<file path="src/hdl/aimd_pkg.sv">
package aimd_pkg;

  // fixed field widths of the two channels and the config port
  localparam int SEQ_W      = 32;
  localparam int TIME_W     = 32;
  localparam int WHOLE_W    = 24;
  localparam int TIMEOUT_W  = 16;
  localparam int DUPLIM_W   = 8;
  localparam int DUPCNT_W   = 8;
  localparam int THR_W      = 32;
  localparam int CFG_IDX_W  = 1;
  localparam int CFG_DATA_W = 16;

  // register indexes of the config port
  localparam logic [CFG_IDX_W-1:0] CFG_TIMEOUT   = 1'b0;
  localparam logic [CFG_IDX_W-1:0] CFG_DUP_LIMIT = 1'b1;

  // reset values and saturation limits
  localparam logic [TIMEOUT_W-1:0] TIMEOUT_RST  = 16'd100;
  localparam logic [DUPLIM_W-1:0]  DUPLIM_RST   = 8'd3;
  localparam logic [THR_W-1:0]     THR_RST      = 32'd1000000;
  localparam int                   WIN_RST_INT  = 25;
  localparam logic [DUPCNT_W-1:0]  DUPCNT_MAX   = 8'd255;
  localparam logic [WHOLE_W-1:0]   WHOLE_MAX    = 24'hFFFFFF;

endpackage

</file>
<file path="src/hdl/aimd_if.sv">
// ack channel: one acknowledgement per beat
interface aimd_ack_if
  import aimd_pkg::*;
();
  logic              valid;
  logic              ready;
  logic [SEQ_W-1:0]  acked_seq;
  logic [TIME_W-1:0] sent_time_ms;
  logic [TIME_W-1:0] arrival_time_ms;

  modport source (output valid, acked_seq, sent_time_ms, arrival_time_ms, input ready);
  modport sink   (input valid, acked_seq, sent_time_ms, arrival_time_ms, output ready);
endinterface

// window channel: one updated window per beat
interface aimd_win_if
  import aimd_pkg::*;
();
  logic               valid;
  logic               ready;
  logic [WHOLE_W-1:0] window_datagrams;
  logic               in_slow_start;
  logic               loss_detected;

  modport source (output valid, window_datagrams, in_slow_start, loss_detected, input ready);
  modport sink   (input valid, window_datagrams, in_slow_start, loss_detected, output ready);
endinterface

</file>
<file path="src/hdl/aimd_alu.sv">
// Shared add/subtract unit; operands carry headroom so the MSB of a
// difference is the borrow.
module aimd_alu #(
  parameter int W = 34
) (
  input  logic [W-1:0] a_i,
  input  logic [W-1:0] b_i,
  input  logic         sub_i,
  output logic [W-1:0] sum_o
);

  assign sum_o = a_i + (sub_i ? ~b_i : b_i) + W'(sub_i);

endmodule

</file>
<file path="src/hdl/aimd_congestion_window_update.sv">
// Channel   | Dir | Beat contents
// ack_i     | in  | acked_seq, sent_time_ms, arrival_time_ms
// win_o     | out | window_datagrams, in_slow_start, loss_detected
// cfg_*     | in  | write enable, register index, write data (no handshake)
//
// One ack at a time through a sequencer around a single shared adder.
// Loss path: RTT, LOSS, TRIPLE, FIN; slow start: RTT, LOSS, SSADD, SSCMP,
// then SCALE on exit, FIN; duplicate decrease: RTT, LOSS, SCALE, FIN;
// additive increase: RTT, LOSS, DIV (the bit-serial 2/window divide), INCADD, FIN.
// Reset (rst_ni low, async) restores window 25.0, threshold 1000000,
// slow start, timeout 100 and duplicate limit 3.
// A stalled result sits in the output register while the next ack is taken.
module aimd_congestion_window_update
  import aimd_pkg::*;
#(
  parameter int WINDOW_INT_BITS  = 24,
  parameter int WINDOW_FRAC_BITS = 16
) (
  input  logic                  clk_i,
  input  logic                  rst_ni,
  aimd_ack_if.sink              ack_i,
  aimd_win_if.source            win_o,
  input  logic                  cfg_we_i,
  input  logic [CFG_IDX_W-1:0]  cfg_idx_i,
  input  logic [CFG_DATA_W-1:0] cfg_data_i
);

  localparam int IB   = WINDOW_INT_BITS;
  localparam int FB   = WINDOW_FRAC_BITS;
  localparam int WB   = IB + FB;
  localparam int NQ   = 2 * FB + 2;
  localparam int M1   = (WB > NQ) ? WB : NQ;
  localparam int M2   = (M1 > THR_W + FB) ? M1 : THR_W + FB;
  localparam int AW   = M2 + 2;
  localparam int CNTW = $clog2(NQ);
  localparam int CW   = IB + WHOLE_W;

  localparam logic [WB-1:0]   WIN_MAX  = {WB{1'b1}};
  localparam logic [WB-1:0]   WIN_ONE  = WB'(1) << FB;
  localparam logic [WB-1:0]   WIN_RST  = WB'(WIN_RST_INT) << FB;
  localparam logic [AW-1:0]   WIN_TWO  = AW'(2) << FB;
  localparam logic [CNTW-1:0] CNT_TOP  = CNTW'(NQ - 1);

  typedef enum logic [9:0] {
    S_IDLE   = 10'b0000000001,
    S_RTT    = 10'b0000000010,
    S_LOSS   = 10'b0000000100,
    S_TRIPLE = 10'b0000001000,
    S_SSADD  = 10'b0000010000,
    S_SSCMP  = 10'b0000100000,
    S_SCALE  = 10'b0001000000,
    S_DIV    = 10'b0010000000,
    S_INCADD = 10'b0100000000,
    S_FIN    = 10'b1000000000
  } state_e;

  state_e               state_q, state_d;
  logic [TIME_W-1:0]    sent_q, arr_q;
  logic [TIME_W-1:0]    rtt_q, rtt_d;
  logic                 loss_q, loss_d;
  logic [WB-1:0]        win_q, win_d;
  logic [THR_W-1:0]     thr_q, thr_d;
  logic                 ss_q, ss_d;
  logic [SEQ_W-1:0]     prev_seq_q;
  logic [DUPCNT_W-1:0]  dup_q, dup_d;
  logic [TIMEOUT_W-1:0] timeout_q;
  logic [DUPLIM_W-1:0]  dup_lim_q;
  logic [WB-1:0]        rem_q, rem_d;
  logic [NQ-1:0]        quo_q, quo_d;
  logic [CNTW-1:0]      cnt_q, cnt_d;
  logic                 out_vld_q, out_vld_d;
  logic [WHOLE_W-1:0]   out_whole_q;
  logic                 out_ss_q, out_loss_q;

  logic                 ack_acc, out_load;
  logic [AW-1:0]        alu_a, alu_b, alu_sum;
  logic                 alu_sub, alu_neg;
  logic [WB-1:0]        divisor, sat_win, scaled;
  logic [WB:0]          shifted;
  logic [IB-1:0]        whole;
  logic [CW-1:0]        whole_c;
  logic [WHOLE_W-1:0]   whole_o;

  assign ack_acc     = ack_i.valid && ack_i.ready;
  assign ack_i.ready = (state_q == S_IDLE);

  // shared adder
  aimd_alu #(.W(AW)) u_alu (
    .a_i   (alu_a),
    .b_i   (alu_b),
    .sub_i (alu_sub),
    .sum_o (alu_sum)
  );

  assign alu_neg = alu_sum[AW-1];
  assign sat_win = (|alu_sum[AW-1:WB]) ? WIN_MAX : alu_sum[WB-1:0];
  assign scaled  = WB'(alu_sum >> 2);
  assign divisor = (win_q == '0) ? WB'(1) : win_q;
  assign shifted = {rem_q, (cnt_q == CNT_TOP)};

  // operand select per step
  always_comb begin
    alu_a   = '0;
    alu_b   = '0;
    alu_sub = 1'b0;
    case (state_q)
      S_RTT: begin
        alu_a   = AW'(arr_q);
        alu_b   = AW'(sent_q);
        alu_sub = 1'b1;
      end
      S_LOSS: begin
        alu_a   = AW'(timeout_q);
        alu_b   = AW'(rtt_q);
        alu_sub = 1'b1;
      end
      S_TRIPLE, S_SCALE: begin
        alu_a = AW'(win_q);
        alu_b = AW'(win_q) << 1;
      end
      S_SSADD: begin
        alu_a = AW'(win_q);
        alu_b = WIN_TWO;
      end
      S_SSCMP: begin
        alu_a   = AW'(win_q);
        alu_b   = AW'(thr_q) << FB;
        alu_sub = 1'b1;
      end
      S_DIV: begin
        alu_a   = AW'(shifted);
        alu_b   = AW'(divisor);
        alu_sub = 1'b1;
      end
      S_INCADD: begin
        alu_a = AW'(win_q);
        alu_b = AW'(quo_q);
      end
      default: begin
        alu_a = '0;
      end
    endcase
  end

  // sequencer
  always_comb begin
    state_d  = state_q;
    rtt_d    = rtt_q;
    loss_d   = loss_q;
    win_d    = win_q;
    thr_d    = thr_q;
    ss_d     = ss_q;
    dup_d    = dup_q;
    rem_d    = rem_q;
    quo_d    = quo_q;
    cnt_d    = cnt_q;
    out_load = 1'b0;
    case (state_q)
      S_IDLE: begin
        if (ack_acc) begin
          state_d = S_RTT;
          if (ack_i.acked_seq == prev_seq_q) begin
            if (dup_q != DUPCNT_MAX) dup_d = dup_q + 1'b1;
          end else begin
            dup_d = '0;
          end
        end
      end
      S_RTT: begin
        rtt_d   = alu_sum[TIME_W-1:0];
        state_d = S_LOSS;
      end
      S_LOSS: begin
        loss_d = alu_neg;
        rem_d  = '0;
        cnt_d  = CNT_TOP;
        if (alu_neg) begin
          state_d = S_TRIPLE;
        end else if (ss_q) begin
          state_d = S_SSADD;
        end else if (dup_q >= dup_lim_q) begin
          state_d = S_SCALE;
        end else begin
          state_d = S_DIV;
        end
      end
      S_TRIPLE: begin
        thr_d   = THR_W'(alu_sum >> (FB + 2));
        win_d   = win_q >> 1;
        ss_d    = 1'b1;
        state_d = S_FIN;
      end
      S_SSADD: begin
        win_d   = sat_win;
        state_d = S_SSCMP;
      end
      S_SSCMP: begin
        state_d = alu_neg ? S_FIN : S_SCALE;
      end
      S_SCALE: begin
        // slow-start exit floors at one; duplicate decrease restarts the count
        if (ss_q) begin
          ss_d  = 1'b0;
          win_d = (scaled < WIN_ONE) ? WIN_ONE : scaled;
        end else begin
          dup_d = '0;
          win_d = scaled;
        end
        state_d = S_FIN;
      end
      S_DIV: begin
        // restoring divide of 2^(2F+1) by the window, one quotient bit a cycle
        if (!alu_neg) begin
          rem_d = alu_sum[WB-1:0];
        end else begin
          rem_d = shifted[WB-1:0];
        end
        quo_d = {quo_q[NQ-2:0], ~alu_neg};
        cnt_d = cnt_q - 1'b1;
        if (cnt_q == '0) state_d = S_INCADD;
      end
      S_INCADD: begin
        win_d   = sat_win;
        state_d = S_FIN;
      end
      S_FIN: begin
        if (!out_vld_q || win_o.ready) begin
          out_load = 1'b1;
          state_d  = S_IDLE;
        end
      end
      default: begin
        state_d = S_IDLE;
      end
    endcase
  end

  // whole part, clamped between one and the largest output value
  assign whole   = win_q[WB-1:FB];
  assign whole_c = CW'(whole);
  always_comb begin
    if (whole_c == '0) begin
      whole_o = WHOLE_W'(1);
    end else if (whole_c > CW'(WHOLE_MAX)) begin
      whole_o = WHOLE_MAX;
    end else begin
      whole_o = whole_c[WHOLE_W-1:0];
    end
  end

  always_comb begin
    out_vld_d = out_vld_q;
    if (out_load) begin
      out_vld_d = 1'b1;
    end else if (win_o.ready) begin
      out_vld_d = 1'b0;
    end
  end

  // control and state registers
  always_ff @(posedge clk_i or negedge rst_ni) begin
    if (!rst_ni) begin
      state_q    <= S_IDLE;
      win_q      <= WIN_RST;
      thr_q      <= THR_RST;
      ss_q       <= 1'b1;
      prev_seq_q <= '0;
      dup_q      <= '0;
      timeout_q  <= TIMEOUT_RST;
      dup_lim_q  <= DUPLIM_RST;
      out_vld_q  <= 1'b0;
    end else begin
      state_q   <= state_d;
      win_q     <= win_d;
      thr_q     <= thr_d;
      ss_q      <= ss_d;
      dup_q     <= dup_d;
      out_vld_q <= out_vld_d;
      if (ack_acc) prev_seq_q <= ack_i.acked_seq;
      if (cfg_we_i) begin
        case (cfg_idx_i)
          CFG_TIMEOUT:   timeout_q <= cfg_data_i;
          CFG_DUP_LIMIT: dup_lim_q <= cfg_data_i[DUPLIM_W-1:0];
          default:       timeout_q <= timeout_q;
        endcase
      end
    end
  end

  // working and output payload
  always_ff @(posedge clk_i) begin
    rtt_q  <= rtt_d;
    loss_q <= loss_d;
    rem_q  <= rem_d;
    quo_q  <= quo_d;
    cnt_q  <= cnt_d;
    if (ack_acc) begin
      sent_q <= ack_i.sent_time_ms;
      arr_q  <= ack_i.arrival_time_ms;
    end
    if (out_load) begin
      out_whole_q <= whole_o;
      out_ss_q    <= ss_q;
      out_loss_q  <= loss_q;
    end
  end

  assign win_o.valid            = out_vld_q;
  assign win_o.window_datagrams = out_whole_q;
  assign win_o.in_slow_start    = out_ss_q;
  assign win_o.loss_detected    = out_loss_q;

endmodule

</file>
<file path="src/flat_wrapper.sv">
// flat-port wrapper written by rule: the top's interface ports become plain ports
module aimd_congestion_window_update_flat import aimd_pkg::*;
#(
  parameter int WINDOW_INT_BITS  = 24,
  parameter int WINDOW_FRAC_BITS = 16
)
  (clk_i, rst_ni, cfg_we_i, cfg_idx_i, cfg_data_i, ack_i_valid, ack_i_acked_seq, ack_i_sent_time_ms, ack_i_arrival_time_ms, ack_i_ready, win_o_valid, win_o_window_datagrams, win_o_in_slow_start, win_o_loss_detected, win_o_ready);
  aimd_ack_if ack_i_i ();
  aimd_win_if win_o_i ();
  input  logic clk_i;
  input  logic rst_ni;
  input  logic cfg_we_i;
  input  logic [CFG_IDX_W-1:0] cfg_idx_i;
  input  logic [CFG_DATA_W-1:0] cfg_data_i;
  input wire logic [$bits(ack_i_i.valid)-1:0] ack_i_valid;
  input wire logic [$bits(ack_i_i.acked_seq)-1:0] ack_i_acked_seq;
  input wire logic [$bits(ack_i_i.sent_time_ms)-1:0] ack_i_sent_time_ms;
  input wire logic [$bits(ack_i_i.arrival_time_ms)-1:0] ack_i_arrival_time_ms;
  output wire logic [$bits(ack_i_i.ready)-1:0] ack_i_ready;
  output wire logic [$bits(win_o_i.valid)-1:0] win_o_valid;
  output wire logic [$bits(win_o_i.window_datagrams)-1:0] win_o_window_datagrams;
  output wire logic [$bits(win_o_i.in_slow_start)-1:0] win_o_in_slow_start;
  output wire logic [$bits(win_o_i.loss_detected)-1:0] win_o_loss_detected;
  input wire logic [$bits(win_o_i.ready)-1:0] win_o_ready;
  assign ack_i_i.valid = ack_i_valid;
  assign ack_i_i.acked_seq = ack_i_acked_seq;
  assign ack_i_i.sent_time_ms = ack_i_sent_time_ms;
  assign ack_i_i.arrival_time_ms = ack_i_arrival_time_ms;
  assign ack_i_ready = ack_i_i.ready;
  assign win_o_valid = win_o_i.valid;
  assign win_o_window_datagrams = win_o_i.window_datagrams;
  assign win_o_in_slow_start = win_o_i.in_slow_start;
  assign win_o_loss_detected = win_o_i.loss_detected;
  assign win_o_i.ready = win_o_ready;
  aimd_congestion_window_update #(.WINDOW_INT_BITS(WINDOW_INT_BITS), .WINDOW_FRAC_BITS(WINDOW_FRAC_BITS)) u_core (.clk_i(clk_i), .rst_ni(rst_ni), .ack_i(ack_i_i), .win_o(win_o_i), .cfg_we_i(cfg_we_i), .cfg_idx_i(cfg_idx_i), .cfg_data_i(cfg_data_i));
endmodule
</file>
<file path="config.mk">
export PLATFORM = sky130hd
export DESIGN_NAME = aimd_congestion_window_update_flat
export DESIGN_NICKNAME = d
export VERILOG_FILES = /design/src/hdl/aimd_pkg.sv /design/src/hdl/aimd_if.sv /design/src/hdl/aimd_alu.sv /design/src/hdl/aimd_congestion_window_update.sv /design/src/flat_wrapper.sv
export SDC_FILE = /design/constraint.sdc
export NUM_CORES = 1
export LEC_CHECK = 0
export BUFFER_PORTS_ARGS = -buffer_cell sky130_fd_sc_hd__buf_2
export CAP_MARGIN = 20
export CORE_ASPECT_RATIO = 1.4
export CORE_UTILIZATION = 60
export CTS_CLUSTER_DIAMETER = 100
export DETAILED_ROUTE_END_ITERATION = 8
export GPL_TIMING_DRIVEN = 0
export PLACE_DENSITY = 0.85
export REMOVE_ABC_BUFFERS = 1
export SLEW_MARGIN = 20
export SYNTH_ARGS = -nofsm -noshare
export SYNTH_HDL_FRONTEND = slang
export SYNTH_SLANG_ARGS = --single-unit
export TNS_END_PERCENT = 5
</file>
<file path="constraint.sdc">
create_clock -name clk_i -period 10.3 [get_ports clk_i]
set_input_delay 2.06 -clock clk_i [delete_from_list [all_inputs] [get_ports clk_i]]
set_output_delay 2.06 -clock clk_i [all_outputs]
set_load 0.02 [all_outputs]
</file>
# Word-level counts from Yosys, hierarchy flattened
# Index checks and enable logic that the tools add are counted.
[word_totals] register_bits=351 in_bits=118 word_cells=101
[op_classes] add_sub_neg=4 magnitude_cmp=3 n_eq_ne=18 n_mux=31 bitwise_logic=3 reduce_logical=22
[op_table] operator="48-bit one-hot mux with 7 select lines" n=1
[op_table] operator="40-bit two-way mux" n=5
[op_table] operator="41-bit one-hot mux with 4 select lines" n=1
[op_table] operator="40-bit one-hot mux with 3 select lines" n=1
[op_table] operator="10-bit one-hot mux with 8 select lines" n=1
[op_table] operator="40-bit one-hot mux with 2 select lines" n=1
[op_table] operator="10-bit two-way mux" n=6
[op_table] operator="50-bit by 1-bit adder with 50-bit output" n=1
[op_table] operator="50-bit adder" n=1
[op_table] operator="50-bit two-way mux" n=1
[op_table] operator="48-bit NOT with 50-bit output" n=1
[op_table] operator="48-bit logical NOT" n=1
[op_table] operator="40-bit logical NOT" n=1
[op_table] operator="40-bit by 17-bit less-than comparator with 1-bit output (second input constant)" n=1
[op_table] operator="8-bit two-way mux" n=5
[op_table] operator="32-bit equality test" n=1
[op_table] operator="24-bit > comparator (second input constant)" n=1
[op_table] operator="24-bit two-way mux" n=1
[op_table] operator="8-bit one-hot mux with 2 select lines" n=1
[op_table] operator="6-bit one-hot mux with 2 select lines" n=1
[op_table] operator="10-bit by 1-bit equality test with 1-bit output (second input constant)" n=1
[op_table] operator="10-bit equality test (second input constant)" n=1
[op_table] operator="10-bit by 2-bit equality test with 1-bit output (second input constant)" n=1
[op_table] operator="10-bit by 3-bit equality test with 1-bit output (second input constant)" n=1
[op_table] operator="31 further kinds" n=44

# Depth between registers and ports, before layout
[depth] depth_word=11 mapped_depth=26 ltp_nobuf=21

# Cells and area by module
# Synthesis repeated with hierarchy kept, for this count alone.
[hier_totals] hier_cells=1702 area_unflattened_um2=19183.4
[by_module_without_submodules] module="aimd_congestion_window_update" instances=1 cells_each=1251 area_per_inst_um2=15959.1
[by_module_without_submodules] module="aimd_alu" instances=1 cells_each=451 area_per_inst_um2=3224.3

# Worst setup path before layout
# Ideal clock, no wire load.
[synth_timing] path_type="reg2reg" from="reg u_core.state_q[8]" to="reg u_core.win_q[12]" setup_ns=0.124 arrival_ns=6.888 setup_slack_ns=3.288 path_stages_with_launch=24 n_path_buf=6 synth_period_minus_slack_ns=7.012 cell_sequence="dfrtp_1 > buf_6 > or4_1 > clkbuf_1 > or4_4 > inv_1 > clkbuf_1 > clkbuf_1 > buf_1 > a22oi_1 > nand2_1 > ha_1 > and4_1 > and2_1 > a221oi_1 > o21ai_0 > o21ai_0 > o21ai_0 > xnor2_1 > or4bb_1 > nor4b_2 > nand4_1 > buf_2 > a211o_1"
[synth_between] elab_chain_cells=11 elab_cells_between_ends=26 classes_between="add/sub: 2; order compare: 1; eq/ne: 8; mux: 8; bitwise: 1; reduce/logical: 6"
[synth_rtl] item="start: declaration" line_no="aimd_congestion_window_update.sv:57" source="state_e state_q, state_d;"
[synth_rtl] item="start signal: assignment" line_no="aimd_congestion_window_update.sv:273" source="state_q <= state_d;"
[synth_rtl] item="10-bit by 4-bit equality test with 1-bit output / 10-bit by 7-bit equality test with 1-bit output (equally long branches)" line_no="aimd_congestion_window_update.sv:106, aimd_congestion_window_update.sv:158"
[synth_rtl] item="2-bit OR reduction" line_no="aimd_congestion_window_update.sv:106" source="case (state_q)"
[synth_rtl] item="48-bit one-hot mux with 7 select lines" line_no="aimd_congestion_window_update.sv:106"
[synth_rtl] item="48-bit NOT with 50-bit output" line_no="aimd_alu.sv:12" source="assign sum_o = a_i + (sub_i ? ~b_i : b_i) + W'(sub_i);"
[synth_rtl] item="50-bit two-way mux" line_no="aimd_alu.sv:12"
[synth_rtl] item="50-bit adder" line_no="aimd_alu.sv:12"
[synth_rtl] item="50-bit by 1-bit adder with 50-bit output" line_no="aimd_alu.sv:12"
[synth_rtl] item="40-bit by 17-bit less-than comparator with 1-bit output" line_no="aimd_congestion_window_update.sv:204" source="win_d = (scaled < WIN_ONE) ? WIN_ONE : scaled;"
[synth_rtl] item="40-bit two-way mux" line_no="aimd_congestion_window_update.sv:204"
[synth_rtl] item="40-bit two-way mux" line_no="aimd_congestion_window_update.sv:202" source="if (ss_q) begin"
[synth_rtl] item="40-bit one-hot mux with 3 select lines" line_no="aimd_congestion_window_update.sv:158" source="case (state_q)"
[synth_rtl] item="end signal: assignment" line_no="aimd_congestion_window_update.sv:274" source="win_q <= win_d;"
[synth_rtl] item="end: declaration" line_no="aimd_congestion_window_update.sv:61" source="logic [WB-1:0] win_q, win_d;"
# Several ways; a longest one is shown, not always the timed one.
# A chain may end at the register's enable or synchronous reset.

# Worst setup path after layout
[layout_timing] from="reg u_core.state_q[8]" to="reg u_core.win_q[2]"
[layout_between] elab_chain_cells=11 elab_cells_between_ends=26 classes_between="add/sub: 2; order compare: 1; eq/ne: 8; mux: 8; bitwise: 1; reduce/logical: 6"
[layout_rtl] item="10-bit by 4-bit equality test with 1-bit output / 10-bit by 7-bit equality test with 1-bit output (equally long branches)" line_no="aimd_congestion_window_update.sv:106"
[layout_rtl] item="2-bit OR reduction" line_no="aimd_congestion_window_update.sv:106"
[layout_rtl] item="48-bit one-hot mux with 7 select lines" line_no="aimd_congestion_window_update.sv:106"
[layout_rtl] item="48-bit NOT with 50-bit output" line_no="aimd_alu.sv:12"
[layout_rtl] item="50-bit two-way mux" line_no="aimd_alu.sv:12"
[layout_rtl] item="50-bit adder" line_no="aimd_alu.sv:12"
[layout_rtl] item="50-bit by 1-bit adder with 50-bit output *" line_no="aimd_alu.sv:12"
[layout_rtl] item="named net u_core.alu_sum[26]" line_no="aimd_congestion_window_update.sv:76" source="logic [AW-1:0] alu_a, alu_b, alu_sum;"
[layout_rtl] item="40-bit by 17-bit less-than comparator with 1-bit output *" line_no="aimd_congestion_window_update.sv:204"
[layout_rtl] item="40-bit two-way mux *" line_no="aimd_congestion_window_update.sv:204"
[layout_rtl] item="40-bit two-way mux *" line_no="aimd_congestion_window_update.sv:202"
[layout_rtl] item="40-bit one-hot mux with 3 select lines *" line_no="aimd_congestion_window_update.sv:158"
# Mark *: on every way through the listed nets, which the timed path passes. The rest lies on a longest branch.

==> reports/qor.yml <==
logic_synthesis:
  yosysWarnings: 0
  ys_types: 74
  ys_top_cells_by_area: "edfxtp_1 (32%), dfrtp_1 (17%), nand2_1 (7.8%)"
  syn_avg_cell_area_um2: 9.87
  synth-edff-count: 203
  yosysTopAreaCell: "edfxtp_1"
  synth_flop_cell: "edfxtp_1"
  yosys.area.top_type_share: 0.324
  async_reset_ff_frac: 0.422
  synthCells: 1908
  syn_area_um2: 18800
  ys_seq_area_frac: 0.522
  synth-seq-cells: 351
clock_network:
  cts_buffers: 35
  clock_latency_ps: 540
  clockRootBuffer: "clkbuf_16"
  cts_sinks: 351
  cts_resized: 0
  post_cts_buffers: 0
  cts_tree: "yes"
  cts.clk_slew.worst_paths_ps: 70
  cts_max_level: 2
  clock_path_buffers: 3
  ctsHoldBuffers: 0
power:
  clkPwrFrac: 0.226
  seq_power_share: 0.389
  power_frac_comb: 0.385
  power_per_cell_area_nw_per_um2: 266
  p_switching_w: 0.00229
  p_int_w: 0.00333
  ir_worst_vdd_v: 0.000202
  leakage_nw: 8.74
  switching_share: 0.408
sta:
  min_period_over_period: 0.931
  fin_ws_ps: 710
  tightest_slew_ps: 1210
  slew_headroom: 0.190
  fin_crit_ps: 9590
  fmax_mhz: 104
  hold_viol_final: 0
  finalMaxSlewViolations: 0
  setup-violations-final: 0
  skew_ps: 18.4
  rsz0062_at_grt: "no"
  setup_tns_ps: 0
worst_setup_path:
  cp.required_ps: 10710
  r2r_cells: 20
  endpoint_kind: "flip-flop"
  startpoint_type: "flip-flop"
  crit_chain: "or4_1 -> or4_4 -> o21ai_0 -> nor2_1 -> clkinv_2 -> nor2_1 -> nor2_2 -> fa_1 -> a21o_1 -> a221oi_1 -> or4_1 -> a31oi_1 -> o21ai_0 -> o221ai_1 -> xnor2_1 -> inv_1 -> or4bb_1 -> nor4b_2 -> nand4_1 -> a32o_1"
  crit_slowest_cell: "nand4_1"
  path_class: "reg -> reg"
  slowest_delay_ps: 760
  crit_fanout: 49
  arrival_ps: 10000
floorplanning:
  io_pins: 146
  start_util: 0.611
  die_area_um2: 32100
  rows: 76
  die_y_um: 212
  core_um2: 30800
  die_w_um: 152
route:
  first_pass_iters: 9
  viasPerCell: 6.74
  drc_errors: 0
  drtIter0Drc: 1966
  routedWlPerCell_um: 22.9
  vias: 16200
  wl_mm: 55.0
  drtAntennaViolNets: 0
global_route:
  grt_pass1_wl_mm: 86.4
  grt_max_degree: 91
  grt_pass1_vias: 16300
  overflow: 0
  grt.total_usage: 0.350
  antenna_found_initial: 0
final_layout:
  drive_above_1_share: 0.152
  stdcell_count: 2401
  num-nets-final: 2157
  num_antenna_cells: 0
  area_growth_syn_to_layout_pct: 12.4
placement:
  dp_hpwl_mm: 38.0
  io_buffer_count: 145
  dp_cells: 2338
  pre_cts_ws_ps: 1150
  finalWeightedCongestion: 0.982
run:
  maxCapViolations: 0
run_status:
  status: "finished, final reports clean"
min_path:
  hold_class: "reg -> reg"
  whs_path_depth: 0
registers in the layout, summed over array words and instances, names as in the netlist, 16 cells and up:
signal / count
u_core.rem_q: 40
u_core.win_q: 40
u_core.quo_q: 34
u_core.arr_q: 32
u_core.prev_seq_q: 32
u_core.rtt_q: 32
u_core.sent_q: 32
u_core.thr_q: 32
u_core.win_o.window_datagrams: 24
u_core.timeout_q: 16
cells in the mapped netlist (4+ instances only):
library cell	count
clkbuf_1	116
and4_1	5
a222oi_1	43
nor4_1	27
and2_1	18
o31ai_1	6
o211ai_1	13
nand3b_1	5
ha_1	53
nor3_1	22
dfstp_2	17
and3_1	13
dfrtp_1	131
nand4_1	25
nor2_1	113
mux2_2	25
nand2b_1	11
xnor2_1	56
a21o_1	11
a21boi_0	4
nand3_1	15
a31oi_1	4
or3_1	7
buf_1	18
a221o_1	8
o21ai_0	85
a211oi_1	16
mux2i_1	20
or2_2	5
inv_1	55
a211o_1	16
or4_1	5
a21oi_1	173
a221oi_1	29
a22o_1	19
a22oi_1	26
o21bai_1	9
edfxtp_1	203
nor2b_1	22
nor4b_1	5
nand2_1	390
xor2_1	18
layer usage:
layer	part of all wire	wire length, µm	track usage	vias up
met3	0.082	4530	0.0550	280
met5	0	0	0	-
met4	0.074	4070	0.238	0
li1	-	-	-	7118
met2	0.50	27600	0.602	1070
met1	0.34	18900	0.396	7709
worst paths after layout:
kind                              startpoint                    endpoint  slack, ps
max                        u_core.state_q[8]             u_core.win_q[2]        710
min                            u_core.loss_q  u_core.win_o.loss_detected        440
max reg2reg                u_core.state_q[8]             u_core.win_q[2]        710
min reg2reg                    u_core.loss_q  u_core.win_o.loss_detected        440
max in group asynchronous             rst_ni             u_core.thr_q[6]       7940
min in group asynchronous             rst_ni        u_core.prev_seq_q[7]       1470
power groups by stage:
stage          Sequential, W  Clock, W  Combinational, W
2_1_floorplan        0.00210         0           0.00142
5_1_grt              0.00221   0.00133           0.00232
4_1_cts              0.00217   0.00128           0.00211
6_report             0.00219   0.00127           0.00216
3_3_place_gp         0.00220         0           0.00200
3_5_place_dp         0.00219         0           0.00209
area by class of cell:
cell class	instances	area, µm²
multi-input cells	1364	8350
clock buffers	52	1040
flip-flops and latches	351	9820
fillers	2257	9650
repair buffers	177	1150
well taps	390	488
inverters	56	219
clock inverters	11	91.3
logic make-up after synthesis:
kind of cell | after synthesis | synth area share
XOR/XNOR | 74 | 0.0344
buffers and inverters | 193 | 0.0390
multiplexers | 45 | 0.0256
adder cells (fa/ha/maj) | 54 | 0.0363
flip-flops | 351 | 0.522
AND/OR/NAND/NOR | 703 | 0.169
AO/OA/AOI/OAI | 488 | 0.174
stage by stage:
step	hold slack [ps]	cell area [µm²]	total power (W)	utilization
after floorplan	400	18300	0.00352	-
after global placement	403	19500	0.00420	0.634
after detailed placement	422	20000	0.00428	0.650
after CTS	437	21200	0.00556	0.687
after global routing	450	21200	0.00585	0.687
final	435	21200	0.00562	0.687
critical path: cells and delay by family (launching register included):
| kind | cells | cell delay, ps |
|---|---|---|
| and+or+nand+nor | 9 | 4210 |
| AOI/OAI and AO/OA | 7 | 2960 |
| buffers and inverters | 2 | 910 |
| DFF | 1 | 480 |
| xor gates and xnor gates | 1 | 400 |
| adders and majority gates | 1 | 430 |
cell usage in the layout (no fill, tap or decap), drive strengths merged, types with 26 or more instances in the layout:
cell / n
nor4: 27
nand2: 390
buf: 176
a22oi: 26
nor2: 114
clkbuf: 52
ha: 53
edfxtp: 203
a21oi: 173
a222oi: 43
xnor2: 56
inv: 55
a221oi: 30
dfrtp: 131
o21ai: 85
Note: power is estimated with default switching activity, not from simulation.
